## src/hdl/s_expression_tokenizer_unit_macros.svh

```systemverilog
// Assertion macros shared by the tokenizer RTL.
`ifndef S_EXPRESSION_TOKENIZER_UNIT_MACROS_SVH
`define S_EXPRESSION_TOKENIZER_UNIT_MACROS_SVH

// Check a property on every rising clock edge outside reset.
`define SETOK_ASSERT(lbl, prop, msg) \
  lbl: assert property (@(posedge clk_i) disable iff (!rst_ni) (prop)) else $error(msg);

// Check that a condition never holds outside reset.
`define SETOK_NEVER(lbl, cond, msg) \
  lbl: assert property (@(posedge clk_i) disable iff (!rst_ni) !(cond)) else $error(msg);

`endif

```

## src/hdl/setok_pkg.sv

```systemverilog
// Types, codes and character classes for the S-expression tokenizer.
package setok_pkg;

  typedef enum logic [3:0] {
    ST_IDLE    = 4'd0,
    ST_HASH    = 4'd1,
    ST_COMMENT = 4'd2,
    ST_STRING  = 4'd3,
    ST_MINUS   = 4'd4,
    ST_INT     = 4'd5,
    ST_FRAC    = 4'd6,
    ST_IDENT   = 4'd7,
    ST_ERROR   = 4'd8
  } lex_state_e;

  typedef enum logic [3:0] {
    KIND_END    = 4'd0,
    KIND_LPAREN = 4'd1,
    KIND_RPAREN = 4'd2,
    KIND_QUOTE  = 4'd3,
    KIND_TRUE   = 4'd4,
    KIND_FALSE  = 4'd5,
    KIND_STRING = 4'd6,
    KIND_INT    = 4'd7,
    KIND_FLOAT  = 4'd8,
    KIND_IDENT  = 4'd9
  } token_kind_e;

  typedef enum logic [2:0] {
    ERR_NONE       = 3'd0,
    ERR_BAD_BOOL   = 3'd1,
    ERR_UNTERM_STR = 3'd2,
    ERR_UNKNOWN    = 3'd3,
    ERR_TOO_LONG   = 3'd4
  } error_code_e;

  typedef struct packed {
    logic        last;
    error_code_e error_code;
    logic [16:0] length;
    logic [15:0] start_offset;
    token_kind_e token_kind;
  } result_t;

  // Results of one source byte, in order; cnt of them are valid.
  typedef struct packed {
    logic [1:0]        cnt;
    result_t [2:0]     item;
  } wr_bundle_t;

  localparam int unsigned MAX_RESULTS = 3;
  localparam int unsigned QDEPTH      = 8;
  localparam int unsigned QPTR_W      = $clog2(QDEPTH);
  localparam int unsigned QCNT_W      = $clog2(QDEPTH + 1);

  localparam logic [7:0] CH_LPAREN = 8'h28;
  localparam logic [7:0] CH_RPAREN = 8'h29;
  localparam logic [7:0] CH_QUOTE  = 8'h27;
  localparam logic [7:0] CH_HASH   = 8'h23;
  localparam logic [7:0] CH_SEMI   = 8'h3B;
  localparam logic [7:0] CH_DQUOTE = 8'h22;
  localparam logic [7:0] CH_DOT    = 8'h2E;
  localparam logic [7:0] CH_MINUS  = 8'h2D;
  localparam logic [7:0] CH_LOW_T  = 8'h74;
  localparam logic [7:0] CH_LOW_F  = 8'h66;
  localparam logic [7:0] CH_NL     = 8'h0A;
  localparam logic [7:0] CH_TAB    = 8'h09;
  localparam logic [7:0] CH_CR     = 8'h0D;
  localparam logic [7:0] CH_SPACE  = 8'h20;

  function automatic logic is_digit(logic [7:0] c);
    return (c >= 8'h30) && (c <= 8'h39);
  endfunction

  function automatic logic is_space(logic [7:0] c);
    return (c == CH_SPACE) || ((c >= CH_TAB) && (c <= CH_CR));
  endfunction

  function automatic logic is_ident_char(logic [7:0] c);
    logic alnum;
    logic sym;
    alnum = is_digit(c) || ((c >= 8'h61) && (c <= 8'h7A)) || ((c >= 8'h41) && (c <= 8'h5A));
    sym = (c == 8'h21) || (c == 8'h24) || (c == 8'h25) || (c == 8'h26) ||
          (c == 8'h2A) || (c == 8'h2B) || (c == 8'h2D) || (c == 8'h2E) ||
          (c == 8'h2F) || (c == 8'h3A) || (c == 8'h3C) || (c == 8'h3D) ||
          (c == 8'h3E) || (c == 8'h3F) || (c == 8'h40) || (c == 8'h5E) ||
          (c == 8'h5F) || (c == 8'h7E);
    return alnum || sym;
  endfunction

endpackage

```

## src/hdl/setok_lexer.sv

```systemverilog
// Lexer state registers and the per-byte token logic.
module setok_lexer import setok_pkg::*; #(
  parameter int unsigned MAX_SOURCE_BYTES = 65536
) (
  input  logic       clk_i,
  input  logic       rst_ni,
  input  logic       vld_i,
  input  logic [7:0] byte_i,
  input  logic       eos_i,
  output wr_bundle_t wr_o
);

  localparam int unsigned POS_W = $clog2(MAX_SOURCE_BYTES + 1);

  lex_state_e       st_q, st_d;
  logic [POS_W-1:0] pos_q, pos_d;
  logic [POS_W-1:0] ts_q, ts_d;

  function automatic result_t mk_res(token_kind_e k, logic [31:0] s, logic [31:0] l,
                                     error_code_e e, logic fin);
    result_t r;
    r.token_kind   = k;
    r.start_offset = s[15:0];
    r.length       = l[16:0];
    r.error_code   = e;
    r.last         = fin;
    return r;
  endfunction

  result_t          cand [4];
  logic [3:0]       cv;
  logic             relex;
  logic [POS_W-1:0] len;
  logic [POS_W-1:0] fin_len;
  logic [1:0]       n;

  always_comb begin
    st_d    = st_q;
    pos_d   = pos_q;
    ts_d    = ts_q;
    relex   = 1'b0;
    cv      = '0;
    for (int i = 0; i < 4; i++) cand[i] = '0;
    len     = pos_q - ts_q;
    fin_len = '0;

    if (st_q != ST_ERROR) begin
      if (pos_q >= POS_W'(MAX_SOURCE_BYTES)) begin
        cand[0] = mk_res(KIND_END, 32'(pos_q), 32'd0, ERR_TOO_LONG, 1'b0);
        cv[0]   = 1'b1;
        st_d    = ST_ERROR;
      end else begin
        pos_d = pos_q + POS_W'(1);
        unique case (st_q)
          ST_IDLE: relex = 1'b1;
          ST_HASH: begin
            st_d  = ST_IDLE;
            cv[0] = 1'b1;
            if (byte_i == CH_LOW_T) begin
              cand[0] = mk_res(KIND_TRUE, 32'(ts_q), 32'd2, ERR_NONE, 1'b0);
            end else if (byte_i == CH_LOW_F) begin
              cand[0] = mk_res(KIND_FALSE, 32'(ts_q), 32'd2, ERR_NONE, 1'b0);
            end else begin
              cand[0] = mk_res(KIND_END, 32'(ts_q), 32'd0, ERR_BAD_BOOL, 1'b0);
              st_d    = ST_ERROR;
            end
          end
          ST_COMMENT: begin
            if (byte_i == CH_NL) st_d = ST_IDLE;
          end
          ST_STRING: begin
            if (byte_i == CH_DQUOTE) begin
              cand[0] = mk_res(KIND_STRING, 32'(ts_q), 32'(len), ERR_NONE, 1'b0);
              cv[0]   = 1'b1;
              st_d    = ST_IDLE;
            end
          end
          ST_MINUS: begin
            priority if (is_digit(byte_i)) begin
              st_d = ST_INT;
            end else if (byte_i == CH_DOT) begin
              st_d = ST_FRAC;
            end else if (is_ident_char(byte_i)) begin
              st_d = ST_IDENT;
            end else begin
              cand[0] = mk_res(KIND_IDENT, 32'(ts_q), 32'd1, ERR_NONE, 1'b0);
              cv[0]   = 1'b1;
              relex   = 1'b1;
            end
          end
          ST_INT: begin
            priority if (is_digit(byte_i)) begin
              st_d = ST_INT;
            end else if (byte_i == CH_DOT) begin
              st_d = ST_FRAC;
            end else begin
              cand[0] = mk_res(KIND_INT, 32'(ts_q), 32'(len), ERR_NONE, 1'b0);
              cv[0]   = 1'b1;
              relex   = 1'b1;
            end
          end
          ST_FRAC: begin
            if (!is_digit(byte_i)) begin
              cand[0] = mk_res(KIND_FLOAT, 32'(ts_q), 32'(len), ERR_NONE, 1'b0);
              cv[0]   = 1'b1;
              relex   = 1'b1;
            end
          end
          ST_IDENT: begin
            if (!is_ident_char(byte_i)) begin
              cand[0] = mk_res(KIND_IDENT, 32'(ts_q), 32'(len), ERR_NONE, 1'b0);
              cv[0]   = 1'b1;
              relex   = 1'b1;
            end
          end
          ST_ERROR: ;
          default: ;
        endcase

        // Lex the byte again from idle once the pending token has closed.
        if (relex) begin
          ts_d = pos_q;
          st_d = ST_IDLE;
          priority if (is_space(byte_i)) begin
            st_d = ST_IDLE;
          end else if (byte_i == CH_LPAREN) begin
            cand[1] = mk_res(KIND_LPAREN, 32'(pos_q), 32'd1, ERR_NONE, 1'b0);
            cv[1]   = 1'b1;
          end else if (byte_i == CH_RPAREN) begin
            cand[1] = mk_res(KIND_RPAREN, 32'(pos_q), 32'd1, ERR_NONE, 1'b0);
            cv[1]   = 1'b1;
          end else if (byte_i == CH_QUOTE) begin
            cand[1] = mk_res(KIND_QUOTE, 32'(pos_q), 32'd1, ERR_NONE, 1'b0);
            cv[1]   = 1'b1;
          end else if (byte_i == CH_HASH) begin
            st_d = ST_HASH;
          end else if (byte_i == CH_SEMI) begin
            st_d = ST_COMMENT;
          end else if (byte_i == CH_DQUOTE) begin
            ts_d = pos_q + POS_W'(1);
            st_d = ST_STRING;
          end else if (is_digit(byte_i)) begin
            st_d = ST_INT;
          end else if (byte_i == CH_MINUS) begin
            st_d = ST_MINUS;
          end else if (is_ident_char(byte_i)) begin
            st_d = ST_IDENT;
          end else begin
            cand[1] = mk_res(KIND_END, 32'(pos_q), 32'd0, ERR_UNKNOWN, 1'b0);
            cv[1]   = 1'b1;
            st_d    = ST_ERROR;
          end
        end
      end
    end

    // Close the source: flush the pending token, then the end marker.
    if (eos_i) begin
      fin_len = pos_d - ts_d;
      unique case (st_d)
        ST_HASH: begin
          cand[2] = mk_res(KIND_END, 32'(ts_d), 32'd0, ERR_BAD_BOOL, 1'b0);
          cv[2]   = 1'b1;
        end
        ST_STRING: begin
          cand[2] = mk_res(KIND_END, 32'(ts_d - POS_W'(1)), 32'd0, ERR_UNTERM_STR, 1'b0);
          cv[2]   = 1'b1;
        end
        ST_MINUS: begin
          cand[2] = mk_res(KIND_IDENT, 32'(ts_d), 32'd1, ERR_NONE, 1'b0);
          cv[2]   = 1'b1;
        end
        ST_INT: begin
          cand[2] = mk_res(KIND_INT, 32'(ts_d), 32'(fin_len), ERR_NONE, 1'b0);
          cv[2]   = 1'b1;
        end
        ST_FRAC: begin
          cand[2] = mk_res(KIND_FLOAT, 32'(ts_d), 32'(fin_len), ERR_NONE, 1'b0);
          cv[2]   = 1'b1;
        end
        ST_IDENT: begin
          cand[2] = mk_res(KIND_IDENT, 32'(ts_d), 32'(fin_len), ERR_NONE, 1'b0);
          cv[2]   = 1'b1;
        end
        default: ;
      endcase
      cand[3] = mk_res(KIND_END, 32'(pos_d), 32'd0, ERR_NONE, 1'b1);
      cv[3]   = 1'b1;
      st_d    = ST_IDLE;
      pos_d   = '0;
      ts_d    = '0;
    end
  end

  // Pack the valid candidates into the first slots, in order.
  always_comb begin
    n       = '0;
    wr_o    = '0;
    for (int i = 0; i < 4; i++) begin
      if (cv[i] && (n != 2'(MAX_RESULTS))) begin
        wr_o.item[n] = cand[i];
        n = n + 2'd1;
      end
    end
    wr_o.cnt = vld_i ? n : 2'd0;
  end

  always_ff @(posedge clk_i or negedge rst_ni) begin
    if (!rst_ni) begin
      st_q  <= ST_IDLE;
      pos_q <= '0;
      ts_q  <= '0;
    end else if (vld_i) begin
      st_q  <= st_d;
      pos_q <= pos_d;
      ts_q  <= ts_d;
    end
  end

endmodule

```

## src/hdl/setok_fifo.sv

```systemverilog
// Result queue: takes up to three results per cycle, hands out one.
module setok_fifo import setok_pkg::*; (
  input  logic              clk_i,
  input  logic              rst_ni,
  input  wr_bundle_t        wr_i,
  input  logic              rd_i,
  output result_t           item_o,
  output logic [QCNT_W-1:0] cnt_o
);

  result_t             mem_q [QDEPTH];
  logic [QPTR_W-1:0]   wr_ptr_q, wr_ptr_d;
  logic [QPTR_W-1:0]   rd_ptr_q, rd_ptr_d;
  logic [QCNT_W-1:0]   cnt_q, cnt_d;

  always_comb begin
    wr_ptr_d = wr_ptr_q + QPTR_W'(wr_i.cnt);
    rd_ptr_d = rd_ptr_q + QPTR_W'(rd_i);
    cnt_d    = cnt_q + QCNT_W'(wr_i.cnt) - QCNT_W'(rd_i);
  end

  always_ff @(posedge clk_i) begin
    for (int i = 0; i < MAX_RESULTS; i++) begin
      if (2'(i) < wr_i.cnt) mem_q[wr_ptr_q + QPTR_W'(i)] <= wr_i.item[i];
    end
  end

  always_ff @(posedge clk_i or negedge rst_ni) begin
    if (!rst_ni) begin
      wr_ptr_q <= '0;
      rd_ptr_q <= '0;
      cnt_q    <= '0;
    end else begin
      wr_ptr_q <= wr_ptr_d;
      rd_ptr_q <= rd_ptr_d;
      cnt_q    <= cnt_d;
    end
  end

  assign item_o = mem_q[rd_ptr_q];
  assign cnt_o  = cnt_q;

endmodule

```

## src/hdl/s_expression_tokenizer_unit.sv

```systemverilog
// S-expression tokenizer: one source byte a cycle in and one token a cycle out while the
// streams are ready. Source bytes enter on the slave stream, tlast on the final byte of a
// source, and pass through an input register into the lexer, which finishes one byte per cycle
// and emits zero to three results (a closed token, a single-character token or error, and at
// the end of a source the flushed token and the end marker with tlast). Results wait in an
// eight-entry queue drained at one per cycle while m_axis_tready is high; s_axis_tready drops
// when the queue could not take three more results for every byte in flight. Bytes that each
// make at most one result stream at one per cycle while the master is ready; a result goes
// through the input register and the queue to the master stream. Errors give an end-kind result
// with the error code, and bytes after an error are dropped until the final byte of the source.
`include "s_expression_tokenizer_unit_macros.svh"

module s_expression_tokenizer_unit import setok_pkg::*; #(
  parameter int unsigned MAX_SOURCE_BYTES = 65536
) (
  input  logic        clk_i,
  input  logic        rst_ni,
  input  logic        s_axis_tvalid,
  output logic        s_axis_tready,
  input  logic [7:0]  s_axis_tdata,   // [7:0] byte_req
  input  logic        s_axis_tlast,   // end_of_source
  output logic        m_axis_tvalid,
  input  logic        m_axis_tready,
  output logic [39:0] m_axis_tdata,   // [3:0] token_kind, [19:4] start_offset,
                                      // [36:20] length, [39:37] error_code
  output logic        m_axis_tlast    // last
);

  logic              in_vld_q;
  logic [7:0]        in_byte_q;
  logic              in_eos_q;
  wr_bundle_t        wr;
  result_t           head;
  logic [QCNT_W-1:0] q_cnt;
  logic              rd;
  logic [4:0]        need;

  // Reserve room for the byte in the input register and the one arriving now.
  assign need          = 5'(q_cnt) + (in_vld_q ? 5'(MAX_RESULTS) : 5'd0) + 5'(MAX_RESULTS);
  assign s_axis_tready = (need <= 5'(QDEPTH));

  always_ff @(posedge clk_i or negedge rst_ni) begin
    if (!rst_ni) begin
      in_vld_q <= 1'b0;
    end else begin
      in_vld_q <= s_axis_tvalid && s_axis_tready;
    end
  end

  always_ff @(posedge clk_i) begin
    if (s_axis_tvalid && s_axis_tready) begin
      in_byte_q <= s_axis_tdata;
      in_eos_q  <= s_axis_tlast;
    end
  end

  setok_lexer #(
    .MAX_SOURCE_BYTES(MAX_SOURCE_BYTES)
  ) u_lexer (
    .clk_i (clk_i),
    .rst_ni(rst_ni),
    .vld_i (in_vld_q),
    .byte_i(in_byte_q),
    .eos_i (in_eos_q),
    .wr_o  (wr)
  );

  assign rd = m_axis_tvalid && m_axis_tready;

  setok_fifo u_fifo (
    .clk_i (clk_i),
    .rst_ni(rst_ni),
    .wr_i  (wr),
    .rd_i  (rd),
    .item_o(head),
    .cnt_o (q_cnt)
  );

  assign m_axis_tvalid = (q_cnt != '0);
  assign m_axis_tdata  = {head.error_code, head.length, head.start_offset, head.token_kind};
  assign m_axis_tlast  = head.last;

  `SETOK_NEVER(a_q_bound, q_cnt > QCNT_W'(QDEPTH), "result queue count beyond depth")
  `SETOK_NEVER(a_q_room, (5'(q_cnt) + 5'(wr.cnt)) > 5'(QDEPTH), "result queue overflow")
  `SETOK_ASSERT(a_take_byte, s_axis_tvalid && s_axis_tready |=> in_vld_q, "byte not registered")
  `SETOK_NEVER(a_idle_write, !in_vld_q && (wr.cnt != 2'd0), "results without a byte")

endmodule
```

## config.mk

```make
export PLATFORM = sky130hd
export DESIGN_NAME = s_expression_tokenizer_unit
export DESIGN_NICKNAME = d
export VERILOG_FILES = /design/src/hdl/setok_pkg.sv /design/src/hdl/setok_lexer.sv /design/src/hdl/setok_fifo.sv /design/src/hdl/s_expression_tokenizer_unit.sv
export VERILOG_INCLUDE_DIRS = /design/src /design/src/hdl
export SDC_FILE = /design/constraint.sdc
export NUM_CORES = 1
export LEC_CHECK = 0
export BUFFER_PORTS_ARGS = -buffer_cell sky130_fd_sc_hd__buf_4
export CAP_MARGIN = 20
export CORE_MARGIN = 5
export CORE_UTILIZATION = 30
export DETAILED_ROUTE_END_ITERATION = 8
export SKIP_LAST_GASP = 1
export SYNTH_ARGS = -nofsm -noshare
export SYNTH_HDL_FRONTEND = slang
export SYNTH_SLANG_ARGS = --single-unit
```

## constraint.sdc

```tcl
create_clock -name clk_i -period 14.95 [get_ports clk_i]
set_input_delay 0 -clock clk_i [delete_from_list [all_inputs] [get_ports clk_i]]
set_output_delay 0 -clock clk_i [all_outputs]
set_load 0.01 [all_outputs]
```

==> summary.md, run 1 <==
| Metric | Value |
|---|---|
| Layout area overhead | `12.1%` |
| Sequential group share of total power | `0.263` |
| RePlAce Congestion | `0.952` |
| Final nets | `2558` |
| Worst hold-check path type | `in -> async` |
| Clock Sink Count | `between 300 and 400` |
| Yosys warns | `0` |
| Top cells by count, synth | `edfxtp_1, o221ai_1, nand2_1` |
| Synth area leader | `edfxtp_1` |
| Mapped cell area | `between 0.02 and 0.03 mm^2` |
| CP Class | `reg -> reg` |
| Std-Cell Rows | `109` |
| Initial Util | `0.302` |
| RSZ-0062 raised after global routing | `false` |
| Placed cells | `3583` |
| Syn Area/Cell | `10.5 um^2` |
| Synth cell types | `110` |
| Most frequent cell after synthesis | `edfxtp_1` |
| Period Utilization, post-route | `0.487` |
| FILL cells | `8892` |
| Pin count of the biggest net entering global routing | `50` |
| Post-synth EDFFs | `337` |
| CTS clk-pin slew, worst paths | `around 70 ps` |
| Total Die Area | `0.0946 mm^2` |
| Antenna-violating nets left | `0` |
| Fraction of registers with async set/reset | `0.127` |
| Largest cells by area after synthesis | `edfxtp_1, o221ai_1, mux4_2, dfrtp_1, nand3_1` |
| Die W | `308 um` |
| Critical Path End | `u_fifo.mem_q[2][8]` |
| Synth Flop Type | `edfxtp_1` |
| DRC violations left | `0` |
| Gr ovfl total | `0` |
| Cts bufs inserted | `47` |
| H-tree lvl count | `2` |
| Peak supply drop | `roughly 160 uV` |
| CTS Root Cell | `clkbuf_16` |
| Core area | `0.0881 mm^2` |
| Worst reg2reg startpoint | `in_byte_q[3]` |
| Reg2Reg Capture Point | `u_fifo.mem_q[2][8]` |
| Clock Skew | `approximately 23 ps` |
| Max Clk Rate | `0.137 GHz` |
| Critical path startpoint | `in_byte_q[3]` |
| Combinational cell fraction of total power | `0.573` |
| Share of layout cells above drive strength 1 | `0.168` |
| Final Instance Count excl. Fillers | `3687` |
| Max clock buf depth | `3` |
| Maximum fanout along the worst path | `23` |
| Register area share after synthesis | `0.427` |
| Leakage | `just under 10 nW` |
| CP required | `between 15000 and 20000 ps` |
| Fin crit period | `7280 ps` |
| Power Density | `between 200 and 250 mW/mm^2` |
| Post-route setup TNS | `0 ps` |
| CP endpoint kind | `flip-flop` |
| Overall Global Routing Usage | `0.204` |
| Vias per inst | `approximately 6.3` |
| Per-cell routed wire length | `27.2 um` |
| Headroom to the max-slew limit | `0.169` |
| Sw frac | `0.468` |
| First-pass GRT wire length | `149 mm` |
| Initial antenna violation count | `3` |
| Slew at the pin with the worst max-slew slack | `about 1200 ps` |
| Max-capacitance violation count | `0` |
| Slew Viols, Final | `0` |
| Switching power | `3.31 mW` |
| Die Y | `308 um` |
| Syn nets | `2607` |
| #FFs+latches synth | `386` |
| Status | `finished, final reports clean` |
| Clock network power share | `0.164` |
| Number of DRC markers in iteration 0 | `3468` |
| Worst EP arrival | `between 7000 and 8000 ps` |
| Cell count after synthesis | `2531` |
| Vias in the first global route | `21900` |
| Total number of vias | `23300` |
| Insertion delay of the later-clocked pin in the worst-skew pair | `610 ps` |
| Setup violators final | `0` |
| Post-synth top area share | `0.381` |
| Initial DRT Pass Iterations | `6` |
| Final hold vios | `0` |
| Int Power | `3.77 mW` |
| HPWL Detailed | `66.7 mm` |
| Setup slack, reg-to-reg | `7670 ps` |
| CTS tree | `built` |
| # IOs | `56` |
| Port-buffer cells | `55` |
| Worst R2R Path Depth | `17` |
| CP startpoint kind | `flip-flop` |
| Post-detailed-routing wire length | `100 mm` |
cells by family after synthesis:
| family | synth area share |
|---|---|
| compound gates | 0.230 |
| simple gates | 0.140 |
| flops | 0.427 |
| buf+inv | 0.0503 |
| mux | 0.0987 |
| xor+xnor | 0.0229 |
| fa+ha+maj | 0.0311 |
per-layer routing:
metal,GRT usage,vias up,wire length [um]
li1,-,10100,-
met1,0.286,11400,40200
met2,0.307,1591,43600
met3,0.0525,244,12300
met4,0.0696,2,3890
met5,0,-,16
area by class of cell:
| type | count | area (um^2) | area share |
|---|---|---|---|
| Multi-Input combinational cell | 1838 | 14000 | 0.471 |
| Sequential cell | 386 | 11400 | 0.381 |
| Tap cell | 1165 | 1460 | 0.0490 |
| Clock buffer | 51 | 1210 | 0.0407 |
| Timing Repair Buffer | 136 | 1110 | 0.0372 |
| Clock inverter | 36 | 332 | 0.0111 |
| Inverter | 73 | 274 | 0.00920 |
| Antenna cell | 2 | 5.00 | 0.000168 |
worst min-delay path by stage:
stage | start | end | slack [ps] | depth (start not counted)
floorplan | rst_ni | in_vld_q | -300 | 0
global placement | rst_ni | in_vld_q | 120 | 1
detailed placement | rst_ni | in_vld_q | 140 | 1
CTS | rst_ni | u_lexer.st_q[0] | 30 | 2
global route | rst_ni | u_lexer.st_q[0] | 80 | 2
finish | rst_ni | u_lexer.st_q[0] | 10 | 2
layout by cell type, fill, tap and decap left out, types with 10 or more instances in the layout:
cell type | netlist | final
o211ai_1 | 21 | 21
xor2_1 | 22 | 22
mux2_2 | 46 | 46
nor2b_1 | 19 | 19
edfxtp_1 | 337 | 337
o21a_1 | 10 | 10
mux4_2 | 82 | 82
a211o_1 | 13 | 13
a21oi_1 | 100 | 100
dlygate4sd3_1 | 0 | 12
nand3_1 | 175 | 175
o2bb2ai_1 | 15 | 15
nor2_1 | 158 | 158
o221ai_1 | 262 | 262
buf_4 | 10 | 119
and2_1 | 29 | 29
a31oi_1 | 23 | 23
a221oi_1 | 29 | 29
or2_2 | 10 | 10
nand4_1 | 12 | 12
a221o_1 | 41 | 41
dfrtp_1 | 49 | 46
o21ai_0 | 126 | 118
xnor2_1 | 45 | 45
clkinv_2 | 0 | 17
mux2i_1 | 23 | 23
ha_1 | 58 | 58
nand2b_1 | 14 | 14
nand2_1 | 217 | 217
and3_1 | 22 | 22
clkbuf_16 | 0 | 48
o22ai_1 | 29 | 29
inv_1 | 72 | 72
nor3_1 | 40 | 40
timing repair:
action | 4_1_cts | 5_1_grt
endpoints found under the setup margin | 0 | 0
resized for setup | 0 | 0
buffers inserted | 0 | 0
endpoints found under the hold margin | 61 | 0
hold buffers | 12 | 0
metrics by stage:
stage	cell area, um^2	util	hold WS [ps]	total power [mW]	setup slack, ps
floorplan	26600	-	-296	4.49	7330
global placement	28000	0.318	122	5.80	7960
detailed placement	28100	0.319	141	5.85	7920
CTS	29700	0.337	31.7	7.01	7880
global route	29800	0.338	78.3	7.42	7220
finish	29800	0.338	9.87	7.09	7670
state kept, by name (all words and copies together) (netlist names), 3 cells and up:
register / cells
in_byte_q: 8
u_fifo.cnt_o: 4
u_fifo.mem_q: 328
u_fifo.rd_ptr_q: 3
u_fifo.wr_ptr_q: 3
u_lexer.pos_q: 17
u_lexer.st_q: 4
u_lexer.ts_q: 17
power groups by stage:
stage	combinational, mW	clock (mW)	sequential [mW]
detailed placement	3.97	0	1.89
global route	4.30	1.21	1.90
CTS	3.98	1.17	1.87
finish	4.06	1.16	1.87
global placement	3.92	0	1.88
floorplan	2.71	0	1.78
worst max-delay path, cell delays in order, from the launching register on:
cell,delay (ps)
edfxtp_1,600
or3b_1,450
o31a_1,260
o221ai_2,200
a21oi_2,220
or3_1,470
nor2_1,270
ha_1,350
a211o_1,350
a21oi_1,300
inv_1,110
ha_1,210
nor2b_1,550
a211oi_4,240
nor3_2,1000
nor2_2,290
o21ai_4,440
buf_4,570
No activity file was read; power rests on OpenSTA's default activity.
==> run 2, diff against run 1 <==
==> constraint.sdc (replaced) <==
create_clock -name clk_i -period 6.95 [get_ports clk_i]
set_input_delay 0 -clock clk_i [delete_from_list [all_inputs] [get_ports clk_i]]
set_output_delay 0 -clock clk_i [all_outputs]
set_load 0.01 [all_outputs]
==> run 2 against run 1 <==
Compared with the run above: final area increased by 1.4%; cell count increased by 1.4%; largest power group unchanged; clock skew increased by 5.0 ps; maximum frequency increased by 12%; first-iteration DRC count decreased by 0.17%; sequential cell count unchanged; hold slack improved by 8.7 ps; sequential share of layout area decreased by 0.52 points; clock power increased by 110%; register-to-register slack got worse by 7200 ps; sequential power increased by 110%; global-route usage increased by 0.99 points.
==> summary.md, run 2 (synthesis gave the netlist of run 1 again) <==
| Metric | Value |
|---|---|
| Status | `finished, final reports clean` |
| Overall Global Routing Usage | `0.214` |
| Worst hold-check path type | `in -> async` |
| Power Density | `518 mW/mm^2` |
| Headroom to the max-slew limit | `0.163` |
| Max clock buf depth | `3` |
| CP required | `a little over 7000 ps` |
| Vias in the first global route | `roughly 22000` |
| Top reg by flops | `u_fifo.mem_q` |
| Area taken by multi-input logic gates | `between 0.01 and 0.015 mm^2` |
| Initial Util | `0.302` |
| Peak supply drop | `roughly 280 uV` |
| Slowest CP cell | `nor3_2` |
| Std-Cell Rows | `109` |
| Register Area | `0.0114 mm^2` |
| Max-capacitance violation count | `0` |
| CP Class | `reg -> reg` |
| Die Y | `308 um` |
| Initial DRT Pass Iterations | `8` |
| Number of DRC markers in iteration 0 | `between 3000 and 4000` |
| Die W | `308 um` |
| Setup violators final | `0` |
| Final Instance Count excl. Fillers | `3738` |
| RSZ-0062 raised after global routing | `false` |
| Worst EP arrival | `between 6000 and 7000 ps` |
| Slew Viols, Final | `0` |
| RePlAce Congestion | `0.979` |
| HPWL Detailed | `70.8 mm` |
| N_diodes | `0` |
| First-pass GRT wire length | `154 mm` |
| Cts bufs inserted | `45` |
| Largest register FFs | `328` |
| Share of layout cells above drive strength 1 | `0.180` |
| Port-buffer cells | `55` |
| Final hold slack | `18.5 ps` |
| Clock Skew | `27.9 ps` |
| Leakage | `~10 nW` |
| CP max stage delay | `840 ps` |
| Core area | `0.0881 mm^2` |
| Pin count of the biggest net entering global routing | `50` |
| Insertion delay of the later-clocked pin in the worst-skew pair | `roughly 610 ps` |
| Cell Area, Placed | `0.0285 mm^2` |
| FILL cells | `8942` |
| Final core occ | `0.343` |
| Placed cells | `roughly 3600` |
| Gr ovfl total | `0` |
| Slew at the pin with the worst max-slew slack | `1250 ps` |
| Maximum fanout along the worst path | `19` |
| CTS clk-pin slew, worst paths | `~60 ps` |
| Commonest non-fill, non-tap cell in the layout | `edfxtp_1` |
| H-tree lvl count | `2` |
| # IOs | `56` |
| Top Registers | `u_fifo.mem_q x328, u_lexer.pos_q x17, u_lexer.ts_q x17` |
| Fin crit period | `6500 ps` |
| Layout area overhead | `13.6%` |
| Final nets | `~2600` |
| Period Utilization, post-route | `0.935` |
| Per-cell routed wire length | `28.1 um` |
| Clock Sink Count | `386` |
| Final instance area | `0.0302 mm^2` |
| Total number of vias | `23900` |
| CP startpoint kind | `flip-flop` |
| Vias per inst | `~6.4` |
| Initial antenna violation count | `0` |
| Commonest non-fill, non-tap cells in the layout | `edfxtp_1, o221ai_1, nand2_1` |
| CTS Root Cell | `clkbuf_16` |
| CP endpoint kind | `flip-flop` |
| Total Die Area | `0.0946 mm^2` |
| Post-detailed-routing wire length | `105 mm` |
| Antenna-violating nets left | `0` |
| Post-route setup TNS | `0 ps` |
| Critical Path, Cell by Cell | `nor4b_2 > nand4_2 > a21o_1 > a311oi_1 > a21boi_2 > inv_2 > ha_1 > nand2b_1 > a211oi_2 > nor2_1 > ha_1 > nand2_1 > nand2b_1 > nor3_2 > nor2_2 > o21ai_4 > buf_12` |
| CTS tree | `built` |
| DRC violations left | `0` |
| Final hold vios | `0` |
| Max Clk Rate | `0.154 GHz` |
run 2: changes by cell type in the layout (fill, tap and decap cells not counted), moves of 2 or more:
cell and change:
clkbuf_1 +7, clkinv_2 -12, clkinvlp_4 -6, clkinv_1 +5
clkbuf_8 +2, buf_4 +52, buf_12 +5, diode_2 -2
buf_16 -3, buf_8 +2
run 2: final timing paths:
| check | depth (start not counted) | start | slack, ps | endpoint |
|---|---|---|---|---|
| setup reg to reg | 17 | in_byte_q[4] | 450 | u_fifo.mem_q[2][16] |
| hold / removal | 2 | rst_ni | 20 | in_vld_q |
| setup / recovery | 17 | in_byte_q[4] | 450 | u_fifo.mem_q[2][16] |
| hold reg to reg | 1 | u_fifo.cnt_o[0] | 530 | u_fifo.cnt_o[0] |
| min in group clk_i | 2 | s_axis_tdata[3] | 120 | in_byte_q[3] |
| max in group asynchronous | 2 | rst_ni | 6400 | u_fifo.rd_ptr_q[0] |
run 2: layout make-up:
type | count | share of cell area
Inverter | 73 | 0.00908
Clock buffer | 59 | 0.0411
Multi-Input combinational cell | 1838 | 0.465
Timing Repair Buffer | 192 | 0.0513
Clock inverter | 25 | 0.00903
Sequential cell | 386 | 0.376
Tap cell | 1165 | 0.0483
run 2: what timing repair did:
action                    CTS  global route
hold endpoints to repair   60             0
gates resized for setup     0             0
hold buffers               12             0
buffers inserted            0             0
run 2: critical path: cells and delay by family (launching register included):
kind / cells / cell delay (ps)
AOI/OAI and AO/OA: 5 / 1770
adders and majority gates: 2 / 770
buffers and inverters: 2 / 410
DFF: 1 / 550
and+or+nand+nor: 8 / 2660
run 2: per-stage QoR:
stage | power, mW | setup slack, ps
2_1_floorplan | 9.65 | -672
3_3_place_gp | 12.9 | 693
3_5_place_dp | 13.0 | 617
4_1_cts | 15.5 | 587
5_1_grt | 16.4 | 75.4
6_report | 15.6 | 452
run 2: layer usage:
layer / global-route usage / share of wire / up-vias / wire [um]
met2: 0.324 / 0.43 / 1727 / 45600
met1: 0.295 / 0.40 / 11700 / 41700
met5: 0.00506 / 0.00065 / - / 68
met3: 0.0495 / 0.12 / 320 / 12100
li1: - / - / 10200 / -
met4: 0.0878 / 0.052 / 2 / 5420
run 2: where the power goes:
part | leakage [nW] | total [mW] | internal, mW | switching [mW]
Combinational | 5.51 | 9.20 | 3.28 | 5.93
Clock | 0.737 | 2.47 | 1.42 | 1.05
Sequential | 3.76 | 3.97 | 3.61 | 0.361
